### src/rtl/core/ebrd_pkg.sv
// Shared types, constants and register codes for the ECG beat rate detector.
package ebrd_pkg;

    localparam int SMOOTH_TAPS_DEF = 10;
    localparam int RATE_TAPS_DEF   = 5;
    localparam int CFG_IDX_W       = 3;
    localparam int CFG_DATA_W      = 16;

    localparam logic [CFG_IDX_W-1:0] REG_MIN_GAP    = 3'd0;
    localparam logic [CFG_IDX_W-1:0] REG_MAX_GAP    = 3'd1;
    localparam logic [CFG_IDX_W-1:0] REG_PERIOD     = 3'd2;
    localparam logic [CFG_IDX_W-1:0] REG_TENTHS     = 3'd3;
    localparam logic [CFG_IDX_W-1:0] REG_RATE_LOW   = 3'd4;
    localparam logic [CFG_IDX_W-1:0] REG_RATE_HIGH  = 3'd5;

    localparam logic [9:0]  SAMPLE_INIT  = 10'd512;
    localparam logic [9:0]  LEVEL_MAX    = 10'd1023;
    localparam logic [16:0] RATE_NUMER   = 17'd60000;

    typedef struct packed {
        logic [9:0]  raw_sample;
        logic [31:0] time_ms;
    } in_item_t;

    typedef struct packed {
        logic [9:0] smoothed_sample;
        logic [9:0] level_threshold;
        logic       beat_confirmed;
        logic [7:0] instant_rate;
        logic [7:0] average_rate;
    } out_item_t;

    typedef struct packed {
        logic [15:0] min_gap;
        logic [15:0] max_gap;
        logic [15:0] period;
        logic [3:0]  tenths;
        logic [7:0]  rate_low;
        logic [7:0]  rate_high;
    } cfg_t;

    // Commands from the controller to the datapath.
    typedef struct packed {
        logic load;       // capture input, write sample window
        logic sum_step;   // accumulate one window tap
        logic thr_step;   // register the smoothed value
        logic beat_step;  // min/max and threshold update
        logic div_start;  // arming and confirmation decision, start rate division
        logic div_step;   // one divider iteration
        logic avg_start;  // add rate to window, start average division
        logic avg_step;   // one average-divider iteration
        logic finish;     // write result register
    } dp_cmd_t;

    // Status from the datapath to the controller.
    typedef struct packed {
        logic sum_done;
        logic need_div;
        logic div_done;
        logic need_avg;
        logic avg_done;
    } dp_sts_t;

endpackage

### src/rtl/core/ebrd_datapath.sv
// Datapath of the ECG beat rate detector: windows, threshold, dividers.
module ebrd_datapath #(
    parameter int SMOOTH_TAPS = ebrd_pkg::SMOOTH_TAPS_DEF,
    parameter int RATE_TAPS   = ebrd_pkg::RATE_TAPS_DEF
) (
    input  logic                clk,
    input  logic                rst_n,
    input  ebrd_pkg::cfg_t      cfg,
    input  ebrd_pkg::in_item_t  in_item,
    input  ebrd_pkg::dp_cmd_t   cmd,
    output ebrd_pkg::dp_sts_t   sts,
    output ebrd_pkg::out_item_t result
);

    localparam int SP_W   = (SMOOTH_TAPS > 1) ? $clog2(SMOOTH_TAPS) : 1;
    localparam int SC_W   = $clog2(SMOOTH_TAPS + 1);
    localparam int SSUM_W = 10 + SC_W;
    localparam int RP_W   = (RATE_TAPS > 1) ? $clog2(RATE_TAPS) : 1;
    localparam int RC_W   = $clog2(RATE_TAPS + 1);
    localparam int RSUM_W = 8 + RC_W;
    localparam int QD_W   = 17;
    localparam int AQ_W   = RSUM_W;

    // Reciprocal of the tap count, scaled so that the product gives the exact floor.
    localparam int RECIP_K = SSUM_W + $clog2(SMOOTH_TAPS) + 1;
    localparam int RM_W    = RECIP_K + 1;
    localparam int SPROD_W = SSUM_W + RM_W;
    localparam logic [RM_W-1:0] RECIP_M =
        RM_W'(((64'd1 << RECIP_K) + 64'(SMOOTH_TAPS) - 64'd1) / 64'(SMOOTH_TAPS));

    // Sample window held as individual taps, reset to mid-scale.
    logic [9:0]        win_reg [SMOOTH_TAPS];
    logic [SP_W-1:0]   wptr_reg;
    logic [SC_W-1:0]   scnt_reg;
    logic [SSUM_W-1:0] ssum_reg;
    logic [31:0]       now_reg;
    logic [9:0]        f_reg;
    logic [9:0]        prev_reg;
    logic [9:0]        rmax_reg;
    logic [9:0]        rmin_reg;
    logic [9:0]        thr_reg;
    logic [31:0]       lthr_reg;
    logic              track_reg;
    logic [9:0]        peak_reg;
    logic [31:0]       lbeat_reg;
    logic              seen_reg;
    logic [31:0]       gap_reg;
    logic              conf_reg;
    logic [7:0]        inst_reg;
    logic              needdiv_reg;
    logic [7:0]        rwin_reg [RATE_TAPS];
    logic [RP_W-1:0]   rptr_reg;
    logic [RC_W-1:0]   rcnt_reg;
    logic [RSUM_W-1:0] rsum_reg;
    logic [7:0]        cur_reg;
    logic              needavg_reg;
    logic [QD_W-1:0]   dq_reg;
    logic [QD_W-1:0]   drem_reg;
    logic [4:0]        dcnt_reg;
    logic [AQ_W-1:0]   aq_reg;
    logic [RC_W:0]     arem_reg;
    logic [4:0]        acnt_reg;
    ebrd_pkg::out_item_t res_reg;

    // Floor of a value below 16384 divided by ten, by reciprocal multiplication.
    function automatic logic [10:0] div_by_ten(input logic [13:0] x);
        logic [27:0] p;
        p = {14'd0, x} * 28'd6554;
        return p[26:16];
    endfunction

    // Smoothed value: sum times the scaled reciprocal of the tap count.
    logic [SPROD_W-1:0] sprod;
    logic [9:0]         avg_div;
    assign sprod   = SPROD_W'(ssum_reg) * SPROD_W'(RECIP_M);
    assign avg_div = sprod[RECIP_K +: 10];

    // Threshold arithmetic on the freshly smoothed value.
    logic [9:0]  mx, mn, range;
    logic [13:0] prod;
    logic [10:0] tadd;
    logic [10:0] mx9, mn9;
    logic        refresh;
    always_comb
    begin
        mx      = (f_reg > rmax_reg) ? f_reg : rmax_reg;
        mn      = (f_reg < rmin_reg) ? f_reg : rmin_reg;
        range   = mx - mn;
        prod    = range * cfg.tenths;
        tadd    = {1'b0, mn} + div_by_ten(prod);
        mx9     = div_by_ten(14'(mx) * 14'd9 + 14'(f_reg));
        mn9     = div_by_ten(14'(mn) * 14'd9 + 14'(f_reg));
        refresh = (now_reg - lthr_reg) > {16'd0, cfg.period};
    end

    // Beat decision on the updated threshold.
    logic [31:0] gap;
    logic        arm, trk, conf, ndiv;
    logic [9:0]  pk;
    always_comb
    begin
        gap  = now_reg - lbeat_reg;
        arm  = !track_reg && f_reg > thr_reg && prev_reg <= thr_reg
               && gap > {16'd0, cfg.min_gap};
        trk  = track_reg || arm;
        pk   = arm ? f_reg : peak_reg;
        conf = 1'b0;
        ndiv = 1'b0;
        if (trk && !(f_reg > pk) && f_reg < thr_reg)
        begin
            conf = 1'b1;
            ndiv = seen_reg && gap < {16'd0, cfg.max_gap};
        end
    end

    // Restoring-division trial subtractions.
    logic [QD_W:0]   dtrial;
    logic [32:0]     dsub;
    logic [RC_W:0]   atrial;
    always_comb
    begin
        dtrial = {drem_reg, dq_reg[QD_W-1]};
        dsub   = {15'd0, dtrial} - {1'b0, gap_reg};
        atrial = {arem_reg[RC_W-1:0], aq_reg[AQ_W-1]};
    end

    logic          rate_ok;
    logic [RSUM_W-1:0] rsum_new;
    assign rate_ok = dq_reg >= QD_W'(cfg.rate_low) && dq_reg <= QD_W'(cfg.rate_high);
    assign rsum_new = (rcnt_reg < RC_W'(RATE_TAPS))
                      ? rsum_reg + RSUM_W'(dq_reg[7:0])
                      : rsum_reg - RSUM_W'(rwin_reg[rptr_reg]) + RSUM_W'(dq_reg[7:0]);

    always_ff @(posedge clk or negedge rst_n)
    begin
        if (!rst_n)
        begin
            for (int i = 0; i < SMOOTH_TAPS; i++)
                win_reg[i] <= ebrd_pkg::SAMPLE_INIT;
            for (int i = 0; i < RATE_TAPS; i++)
                rwin_reg[i] <= 8'd0;
            wptr_reg    <= '0;
            scnt_reg    <= '0;
            ssum_reg    <= '0;
            now_reg     <= '0;
            f_reg       <= '0;
            prev_reg    <= '0;
            rmax_reg    <= '0;
            rmin_reg    <= ebrd_pkg::LEVEL_MAX;
            thr_reg     <= ebrd_pkg::SAMPLE_INIT;
            lthr_reg    <= '0;
            track_reg   <= 1'b0;
            peak_reg    <= '0;
            lbeat_reg   <= '0;
            seen_reg    <= 1'b0;
            gap_reg     <= '0;
            inst_reg    <= '0;
            rptr_reg    <= '0;
            rcnt_reg    <= '0;
            rsum_reg    <= '0;
            cur_reg     <= '0;
            needdiv_reg <= 1'b0;
            needavg_reg <= 1'b0;
            conf_reg    <= 1'b0;
            dq_reg      <= '0;
            drem_reg    <= '0;
            dcnt_reg    <= '0;
            aq_reg      <= '0;
            arem_reg    <= '0;
            acnt_reg    <= '0;
        end
        else
        begin
            // Capture the transaction and write the new sample into the window.
            if (cmd.load)
            begin
                now_reg           <= in_item.time_ms;
                win_reg[wptr_reg] <= in_item.raw_sample;
                wptr_reg          <= (wptr_reg == SP_W'(SMOOTH_TAPS - 1)) ? '0 : wptr_reg + 1'b1;
                scnt_reg          <= '0;
                ssum_reg          <= '0;
                needavg_reg       <= 1'b0;
                inst_reg          <= '0;
            end
            // One tap per cycle into the window sum.
            if (cmd.sum_step)
            begin
                ssum_reg <= ssum_reg + SSUM_W'(win_reg[scnt_reg[SP_W-1:0]]);
                scnt_reg <= scnt_reg + 1'b1;
            end
            // Register the smoothed value.
            if (cmd.thr_step)
            begin
                f_reg    <= avg_div;
                rmax_reg <= rmax_reg;
            end
            if (cmd.beat_step)
            begin
                // The threshold stage is folded here on the registered smoothed value.
                rmax_reg <= mx;
                rmin_reg <= mn;
                if (refresh)
                begin
                    thr_reg  <= (tadd > 11'(ebrd_pkg::LEVEL_MAX)) ? ebrd_pkg::LEVEL_MAX
                                                                 : tadd[9:0];
                    rmax_reg <= mx9[9:0];
                    rmin_reg <= mn9[9:0];
                    lthr_reg <= now_reg;
                end
            end
            // Beat decision uses the threshold written by the previous command.
            if (cmd.div_start)
            begin
                prev_reg    <= f_reg;
                conf_reg    <= conf;
                needdiv_reg <= ndiv;
                gap_reg     <= gap;
                track_reg   <= trk && !conf;
                peak_reg    <= (trk && f_reg > pk) ? f_reg : pk;
                if (conf)
                begin
                    lbeat_reg <= now_reg;
                    seen_reg  <= 1'b1;
                end
                dq_reg   <= ebrd_pkg::RATE_NUMER;
                drem_reg <= '0;
                dcnt_reg <= '0;
            end
            // Restoring division of 60000 by the beat gap, one bit a cycle.
            if (cmd.div_step)
            begin
                if (dsub[32])
                begin
                    drem_reg <= dtrial[QD_W-1:0];
                    dq_reg   <= {dq_reg[QD_W-2:0], 1'b0};
                end
                else
                begin
                    drem_reg <= dsub[QD_W-1:0];
                    dq_reg   <= {dq_reg[QD_W-2:0], 1'b1};
                end
                dcnt_reg <= dcnt_reg + 1'b1;
            end
            // Rate into the average window; start the average division.
            if (cmd.avg_start)
            begin
                if (gap_reg == 32'd0)
                    inst_reg <= 8'd255;
                else
                    inst_reg <= (dq_reg > QD_W'(255)) ? 8'd255 : dq_reg[7:0];
                needavg_reg <= (gap_reg != 32'd0) && rate_ok;
                if (gap_reg != 32'd0 && rate_ok)
                begin
                    rsum_reg           <= rsum_new;
                    aq_reg             <= rsum_new;
                    rwin_reg[rptr_reg] <= dq_reg[7:0];
                    rptr_reg <= (rptr_reg == RP_W'(RATE_TAPS - 1)) ? '0 : rptr_reg + 1'b1;
                    if (rcnt_reg < RC_W'(RATE_TAPS))
                        rcnt_reg <= rcnt_reg + 1'b1;
                end
                arem_reg <= '0;
                acnt_reg <= '0;
            end
            // Restoring division of the rate sum by the count.
            if (cmd.avg_step)
            begin
                if (atrial >= {1'b0, rcnt_reg})
                begin
                    arem_reg <= atrial - {1'b0, rcnt_reg};
                    aq_reg   <= {aq_reg[AQ_W-2:0], 1'b1};
                end
                else
                begin
                    arem_reg <= atrial;
                    aq_reg   <= {aq_reg[AQ_W-2:0], 1'b0};
                end
                acnt_reg <= acnt_reg + 1'b1;
                if (acnt_reg == 5'(AQ_W - 1))
                    cur_reg <= 8'({aq_reg[AQ_W-2:0], (atrial >= {1'b0, rcnt_reg})});
            end
        end
    end

    // Result register.
    always_ff @(posedge clk)
    begin
        if (cmd.finish)
        begin
            res_reg.smoothed_sample <= f_reg;
            res_reg.level_threshold <= thr_reg;
            res_reg.beat_confirmed  <= conf_reg;
            res_reg.instant_rate    <= inst_reg;
            res_reg.average_rate    <= cur_reg;
        end
    end

    assign result       = res_reg;
    assign sts.sum_done = (scnt_reg == SC_W'(SMOOTH_TAPS));
    assign sts.need_div = needdiv_reg;
    assign sts.div_done = (dcnt_reg == 5'(QD_W));
    assign sts.need_avg = needavg_reg;
    assign sts.avg_done = (acnt_reg == 5'(AQ_W));

endmodule

### src/rtl/core/ebrd_ctrl.sv
// Sequencing controller of the ECG beat rate detector.
module ebrd_ctrl (
    input  logic              clk,
    input  logic              rst_n,
    input  logic              in_valid,
    output logic              in_stall,
    output logic              out_valid,
    input  logic              out_stall,
    input  ebrd_pkg::dp_sts_t sts,
    output ebrd_pkg::dp_cmd_t cmd
);

    typedef enum logic [3:0] {
        S_IDLE, S_SUM, S_AVG, S_THR, S_BEAT, S_DIV, S_RATE, S_ADIV, S_DONE
    } state_t;

    state_t state_reg, state_next;
    logic   ovalid_reg, ovalid_next;
    logic   accept;

    // Accept only while the sequencer is idle; a waiting result does not block it.
    assign in_stall = (state_reg != S_IDLE);
    assign accept   = in_valid && !in_stall;

    always_comb
    begin
        state_next  = state_reg;
        ovalid_next = ovalid_reg;
        cmd         = '0;
        if (ovalid_reg && !out_stall)
            ovalid_next = 1'b0;
        unique case (state_reg)
            S_IDLE:
            begin
                if (accept)
                begin
                    cmd.load   = 1'b1;
                    state_next = S_SUM;
                end
            end
            S_SUM:
            begin
                if (sts.sum_done)
                    state_next = S_AVG;
                else
                    cmd.sum_step = 1'b1;
            end
            S_AVG:
            begin
                cmd.thr_step = 1'b1;
                state_next   = S_THR;
            end
            S_THR:
            begin
                cmd.beat_step = 1'b1;
                state_next    = S_BEAT;
            end
            S_BEAT:
            begin
                cmd.div_start = 1'b1;
                state_next    = S_DIV;
            end
            S_DIV:
            begin
                if (!sts.need_div)
                    state_next = S_DONE;
                else if (sts.div_done)
                begin
                    cmd.avg_start = 1'b1;
                    state_next    = S_RATE;
                end
                else
                    cmd.div_step = 1'b1;
            end
            S_RATE:
            begin
                state_next = sts.need_avg ? S_ADIV : S_DONE;
            end
            S_ADIV:
            begin
                if (sts.avg_done)
                    state_next = S_DONE;
                else
                    cmd.avg_step = 1'b1;
            end
            S_DONE:
            begin
                if (!ovalid_reg || !out_stall)
                begin
                    cmd.finish  = 1'b1;
                    ovalid_next = 1'b1;
                    state_next  = S_IDLE;
                end
            end
            default: state_next = S_IDLE;
        endcase
    end

    always_ff @(posedge clk or negedge rst_n)
    begin
        if (!rst_n)
        begin
            state_reg  <= S_IDLE;
            ovalid_reg <= 1'b0;
        end
        else
        begin
            state_reg  <= state_next;
            ovalid_reg <= ovalid_next;
        end
    end

    assign out_valid = ovalid_reg;

endmodule

### src/rtl/core/ecg_beat_rate_detector.sv
// Top level of the ECG beat rate detector: registers, controller and datapath.
// With no rate the result follows the window sum, threshold and beat steps; a
// rejected or zero-gap rate adds the 60000/interval divider, an accepted one
// also the average divider.
// One transaction at a time: the next is accepted in the cycle after the
// result is written. The result register frees the input while it waits.
// Reset (rst_n, asynchronous): registers to defaults, window to 512, rates to 0.
module ecg_beat_rate_detector #(
    parameter int SMOOTH_TAPS = ebrd_pkg::SMOOTH_TAPS_DEF,
    parameter int RATE_TAPS   = ebrd_pkg::RATE_TAPS_DEF
) (
    input  logic                                clk,
    input  logic                                rst_n,
    input  logic                                in_valid,
    output logic                                in_stall,
    input  ebrd_pkg::in_item_t                  in_data,
    output logic                                out_valid,
    input  logic                                out_stall,
    output ebrd_pkg::out_item_t                 out_data,
    input  logic                                cfg_we,
    input  logic [ebrd_pkg::CFG_IDX_W-1:0]      cfg_index,
    input  logic [ebrd_pkg::CFG_DATA_W-1:0]     cfg_data
);

    ebrd_pkg::cfg_t    cfg_reg;
    ebrd_pkg::dp_cmd_t cmd;
    ebrd_pkg::dp_sts_t sts;

    // Configuration register file.
    always_ff @(posedge clk or negedge rst_n)
    begin
        if (!rst_n)
        begin
            cfg_reg.min_gap   <= 16'd300;
            cfg_reg.max_gap   <= 16'd2000;
            cfg_reg.period    <= 16'd2000;
            cfg_reg.tenths    <= 4'd6;
            cfg_reg.rate_low  <= 8'd30;
            cfg_reg.rate_high <= 8'd200;
        end
        else if (cfg_we)
        begin
            unique case (cfg_index)
                ebrd_pkg::REG_MIN_GAP:   cfg_reg.min_gap   <= cfg_data;
                ebrd_pkg::REG_MAX_GAP:   cfg_reg.max_gap   <= cfg_data;
                ebrd_pkg::REG_PERIOD:    cfg_reg.period    <= cfg_data;
                ebrd_pkg::REG_TENTHS:    cfg_reg.tenths    <= cfg_data[3:0];
                ebrd_pkg::REG_RATE_LOW:  cfg_reg.rate_low  <= cfg_data[7:0];
                ebrd_pkg::REG_RATE_HIGH: cfg_reg.rate_high <= cfg_data[7:0];
                default: ;
            endcase
        end
    end

    ebrd_ctrl u_ctrl (
        .clk       (clk),
        .rst_n     (rst_n),
        .in_valid  (in_valid),
        .in_stall  (in_stall),
        .out_valid (out_valid),
        .out_stall (out_stall),
        .sts       (sts),
        .cmd       (cmd)
    );

    ebrd_datapath #(
        .SMOOTH_TAPS (SMOOTH_TAPS),
        .RATE_TAPS   (RATE_TAPS)
    ) u_dp (
        .clk     (clk),
        .rst_n   (rst_n),
        .cfg     (cfg_reg),
        .in_item (in_data),
        .cmd     (cmd),
        .sts     (sts),
        .result  (out_data)
    );

    // A confirmed-beat result never carries a rate without the flag.
    a_rate_needs_beat: assert property (@(posedge clk) disable iff (!rst_n)
        out_valid && !out_data.beat_confirmed |-> out_data.instant_rate == 8'd0)
        else $error("instant rate without a confirmed beat");

    // Only one datapath step is commanded in any cycle.
    a_one_cmd: assert property (@(posedge clk) disable iff (!rst_n)
        $onehot0({cmd.load, cmd.sum_step, cmd.thr_step, cmd.beat_step, cmd.div_start,
                  cmd.div_step, cmd.avg_start, cmd.avg_step, cmd.finish}))
        else $error("overlapping datapath commands");

    // A new transaction is never loaded while one is in flight.
    a_load_idle: assert property (@(posedge clk) disable iff (!rst_n)
        cmd.load |=> in_stall)
        else $error("input taken while busy");

endmodule
### config.mk
export PLATFORM = sky130hd
export DESIGN_NAME = ecg_beat_rate_detector
export DESIGN_NICKNAME = d
export VERILOG_FILES = /design/src/rtl/core/ebrd_pkg.sv /design/src/rtl/core/ebrd_datapath.sv /design/src/rtl/core/ebrd_ctrl.sv /design/src/rtl/core/ecg_beat_rate_detector.sv
export SDC_FILE = /design/constraint.sdc
export NUM_CORES = 2
export LEC_CHECK = 0
export ABC_AREA = 1
export BUFFER_PORTS_ARGS = -buffer_cell sky130_fd_sc_hd__buf_2
export CAP_MARGIN = 10
export CORE_MARGIN = 3
export CORE_UTILIZATION = 55
export CTS_BUF_LIST = sky130_fd_sc_hd__clkbuf_2 sky130_fd_sc_hd__clkbuf_4 sky130_fd_sc_hd__clkbuf_8
export CTS_CLUSTER_SIZE = 30
export DETAILED_ROUTE_END_ITERATION = 8
export PLACE_DENSITY = 0.71
export SYNTH_ARGS = -nofsm -noshare
export SYNTH_HDL_FRONTEND = slang
export SYNTH_SLANG_ARGS = --single-unit
### constraint.sdc
create_clock -name clk -period 16.3 [get_ports clk]
set_input_delay 0.815 -clock clk [delete_from_list [all_inputs] [get_ports clk]]
set_output_delay 0.815 -clock clk [all_outputs]
set_load 0.005 [all_outputs]
==> summary.txt <==
Logic synthesis
  • EDFF count, synth: 37
  • Synth Instances: around 6000
  • Ys Warns: 0
  • Share of flip-flops with an asynchronous set or reset: 0.933
  • Synth Flop Type: dfrtp_1
  • Post-synthesis register bit count: approximately 560
  • Register area share after synthesis: 0.293
  • Mean Syn Cell Area: around 8 um2
  • Netlist cell types: roughly 60
  • Synth Net Count: approximately 7000
  • Post-synth design cell area: between 0.04 and 0.05 mm2

Clock tree
  • CTS tree: built
  • Clock transition at path regs: about 0.060 ns
  • Num CTS Buffers: 95
  • Post-CTS setup buffer count: 0
  • Root Driver: clkbuf_8
  • Hold_buf cts: 0
  • Clk sinks: 556
  • Clock H-tree levels: 3
  • Post_cts resized: 0
  • CTS Buffer Depth: 3
  • Worst-Skew Late Latency: approximately 0.75 ns

Critical path
  • Setup crit end kind: flop
  • CP Class: flop to flop
  • Worst EP arrival: about 13 ns
  • Reg2reg start: u_dp.f_reg[9]
  • CP top delay family: adder cells
  • Data required, critical path: between 15 and 20 ns
  • CP max stage delay: 0.79 ns
  • CP max-delay cell: o21ai_0
  • WP buf/inv: 9
  • Worst Setup SP: u_dp.f_reg[9]
  • CP Max Fanout: 27
  • Worst Setup Start Kind: flop

Floorplan
  • Die Height: approximately 300 um
  • Boundary Pins: around 110
  • Die X: between 300 and 400 um
  • Initial core utilization: 0.560
  • Core area: 0.0861 mm2
  • Die area: just over 0.09 mm2
  • # rows: between 100 and 150

Finish
  • Nets: a little over 7000
  • Commonest non-fill, non-tap cell in the layout: nand2_1
  • Max FFs per register: 100
  • Layout cell share with drive strength beyond 1: 0.0695
  • Commonest non-fill, non-tap cells in the layout: 1308 x nand2_1, 1110 x inv_1, 685 x ha_1
  • Area Growth Syn to Fin: 7.97%
  • Filler Cell Count: about 7800

Timing
  • Unrepaired setup endpoints after global routing: no
  • Slew HR: 0.213
  • Tmin final: roughly 12 ns
  • Final setup vio count: 0
  • Hold Fails Final Rpt: 0
  • Fmax: 82.3 MHz
  • Max-slew violation count: 0
  • Final Cycle Share: 0.745
  • Total negative slack: 0 ns
  • Measured slew at the worst slew-check pin: between 1 and 1.5 ns
  • Clock skew: roughly 0.06 ns

Routing
  • Final ANT Viol Nets: 0
  • First drt pass iteration count: 5
  • Vias post-DR: around 39000
  • Starting DRT DRC Count: around 2600
  • Final WL: ~120000 um
  • Remaining DRCs: 0
  • Avg WL per Cell: between 15 and 20 um
  • Vias/cell: approximately 5.4

GRT
  • Vias in the first global route: 38900
  • Global Route Usage Sum: 0.269
  • Gr ovfl total: 0
  • Largest net degree at the start of global routing: approximately 110
  • Initial antenna violation count: 3
  • Global-route wire length before repair: 199000 um

Placement
  • PortBufs: about 100
  • DP HPWL: 94600 um
  • Placer Congestion: 0.958

Worst hold path
  • Hold Path Class: input pin to async pin

Run status
  • Status: finished, final reports clean

Job
  • MaxCap Viol Count: 0
[per-stage QoR]
stage           util  area, um2  std cells  setup WS (ns)  hold slack, ns
2_1_floorplan      -      48200       6002           5.49           0.425
6_report       0.605      52100       7338           4.15           0.142
4_1_cts        0.605      52100       7335           4.23           0.124
3_5_place_dp   0.581      50000       7159           4.24           0.429
5_1_grt        0.605      52100       7336           2.98           0.176
3_3_place_gp   0.581      50000       7159           4.45           0.434
[worst register-to-register path: cells and delay by family, from the launching register on]
| family | cells | cell delay (ns) |
|---|---|---|
| AND/OR/NAND/NOR | 19 | 2.48 |
| AO/OA/AOI/OAI | 10 | 1.74 |
| XOR/XNOR | 4 | 1.13 |
| buffers and inverters | 9 | 0.70 |
| flip-flops | 1 | 0.55 |
| adder cells (fa/ha/maj) | 12 | 5.40 |
[synth_stat cells (all sizes together) (16+ instances only)]
cell / n / area [um2]
nor2: 277 / 1050
a21oi: 317 / 1590
nand4: 63 / 394
nand3: 233 / 1180
ha: 685 / 8570
inv: 1114 / 4180
fa: 243 / 4860
xor2: 105 / 927
buf: 25 / 163
clkbuf: 102 / 387
o22ai: 25 / 156
edfxtp: 37 / 1110
o21ai: 592 / 3040
dfrtp: 473 / 11800
a21o: 16 / 120
dfstp: 46 / 1210
xnor2: 54 / 473
nand2: 1315 / 4950
nor3: 50 / 255
or2: 18 / 113
mux2i: 34 / 340
[final cells by class]
class                      instances  area, um2  area share
clock buffer                     145       1780      0.0342
sequential                       556      14200       0.272
clock inverter                    31        312     0.00598
antenna                            3       7.51    0.000144
timing repair buffer             140        801      0.0154
multi-input combinational       4199      29400       0.564
tap                             1144       1430      0.0275
inverter                        1120       4200      0.0807
[worst paths after layout]
check / endpoint / slack, ns / cells after the start
max reg2reg: u_dp.thr_reg[0] / 4.15 / 54
max: u_dp.thr_reg[0] / 4.15 / 54
min: u_dp.win_reg[76] / 0.14 / 1
min reg2reg: u_dp.result[10] / 0.45 / 0
max in group asynchronous: u_dp.thr_reg[5] / 13.74 / 3
min in group clk: u_dp.now_reg[5] / 0.27 / 3
[kinds of logic after synthesis]
family	count (synthesis)	synth area share
mux	35	0.00729
simple gates	1989	0.169
buf+inv	1247	0.0985
xor+xnor	159	0.0290
flops	556	0.293
fa+ha+maj	928	0.278
compound gates	1088	0.124
[metal layers]
layer | GRT usage | part of all wire | vias up
li1 | - | - | 19700
met1 | 0.380 | 0.47 | 18600
met2 | 0.432 | 0.45 | 990
met3 | 0.0350 | 0.053 | 209
met4 | 0.0857 | 0.032 | 2
met5 | 0 | 0.00011 | -
Power is not shown: default switching activity piles up to over one toggle a cycle in this logic, so the estimate is an artifact.
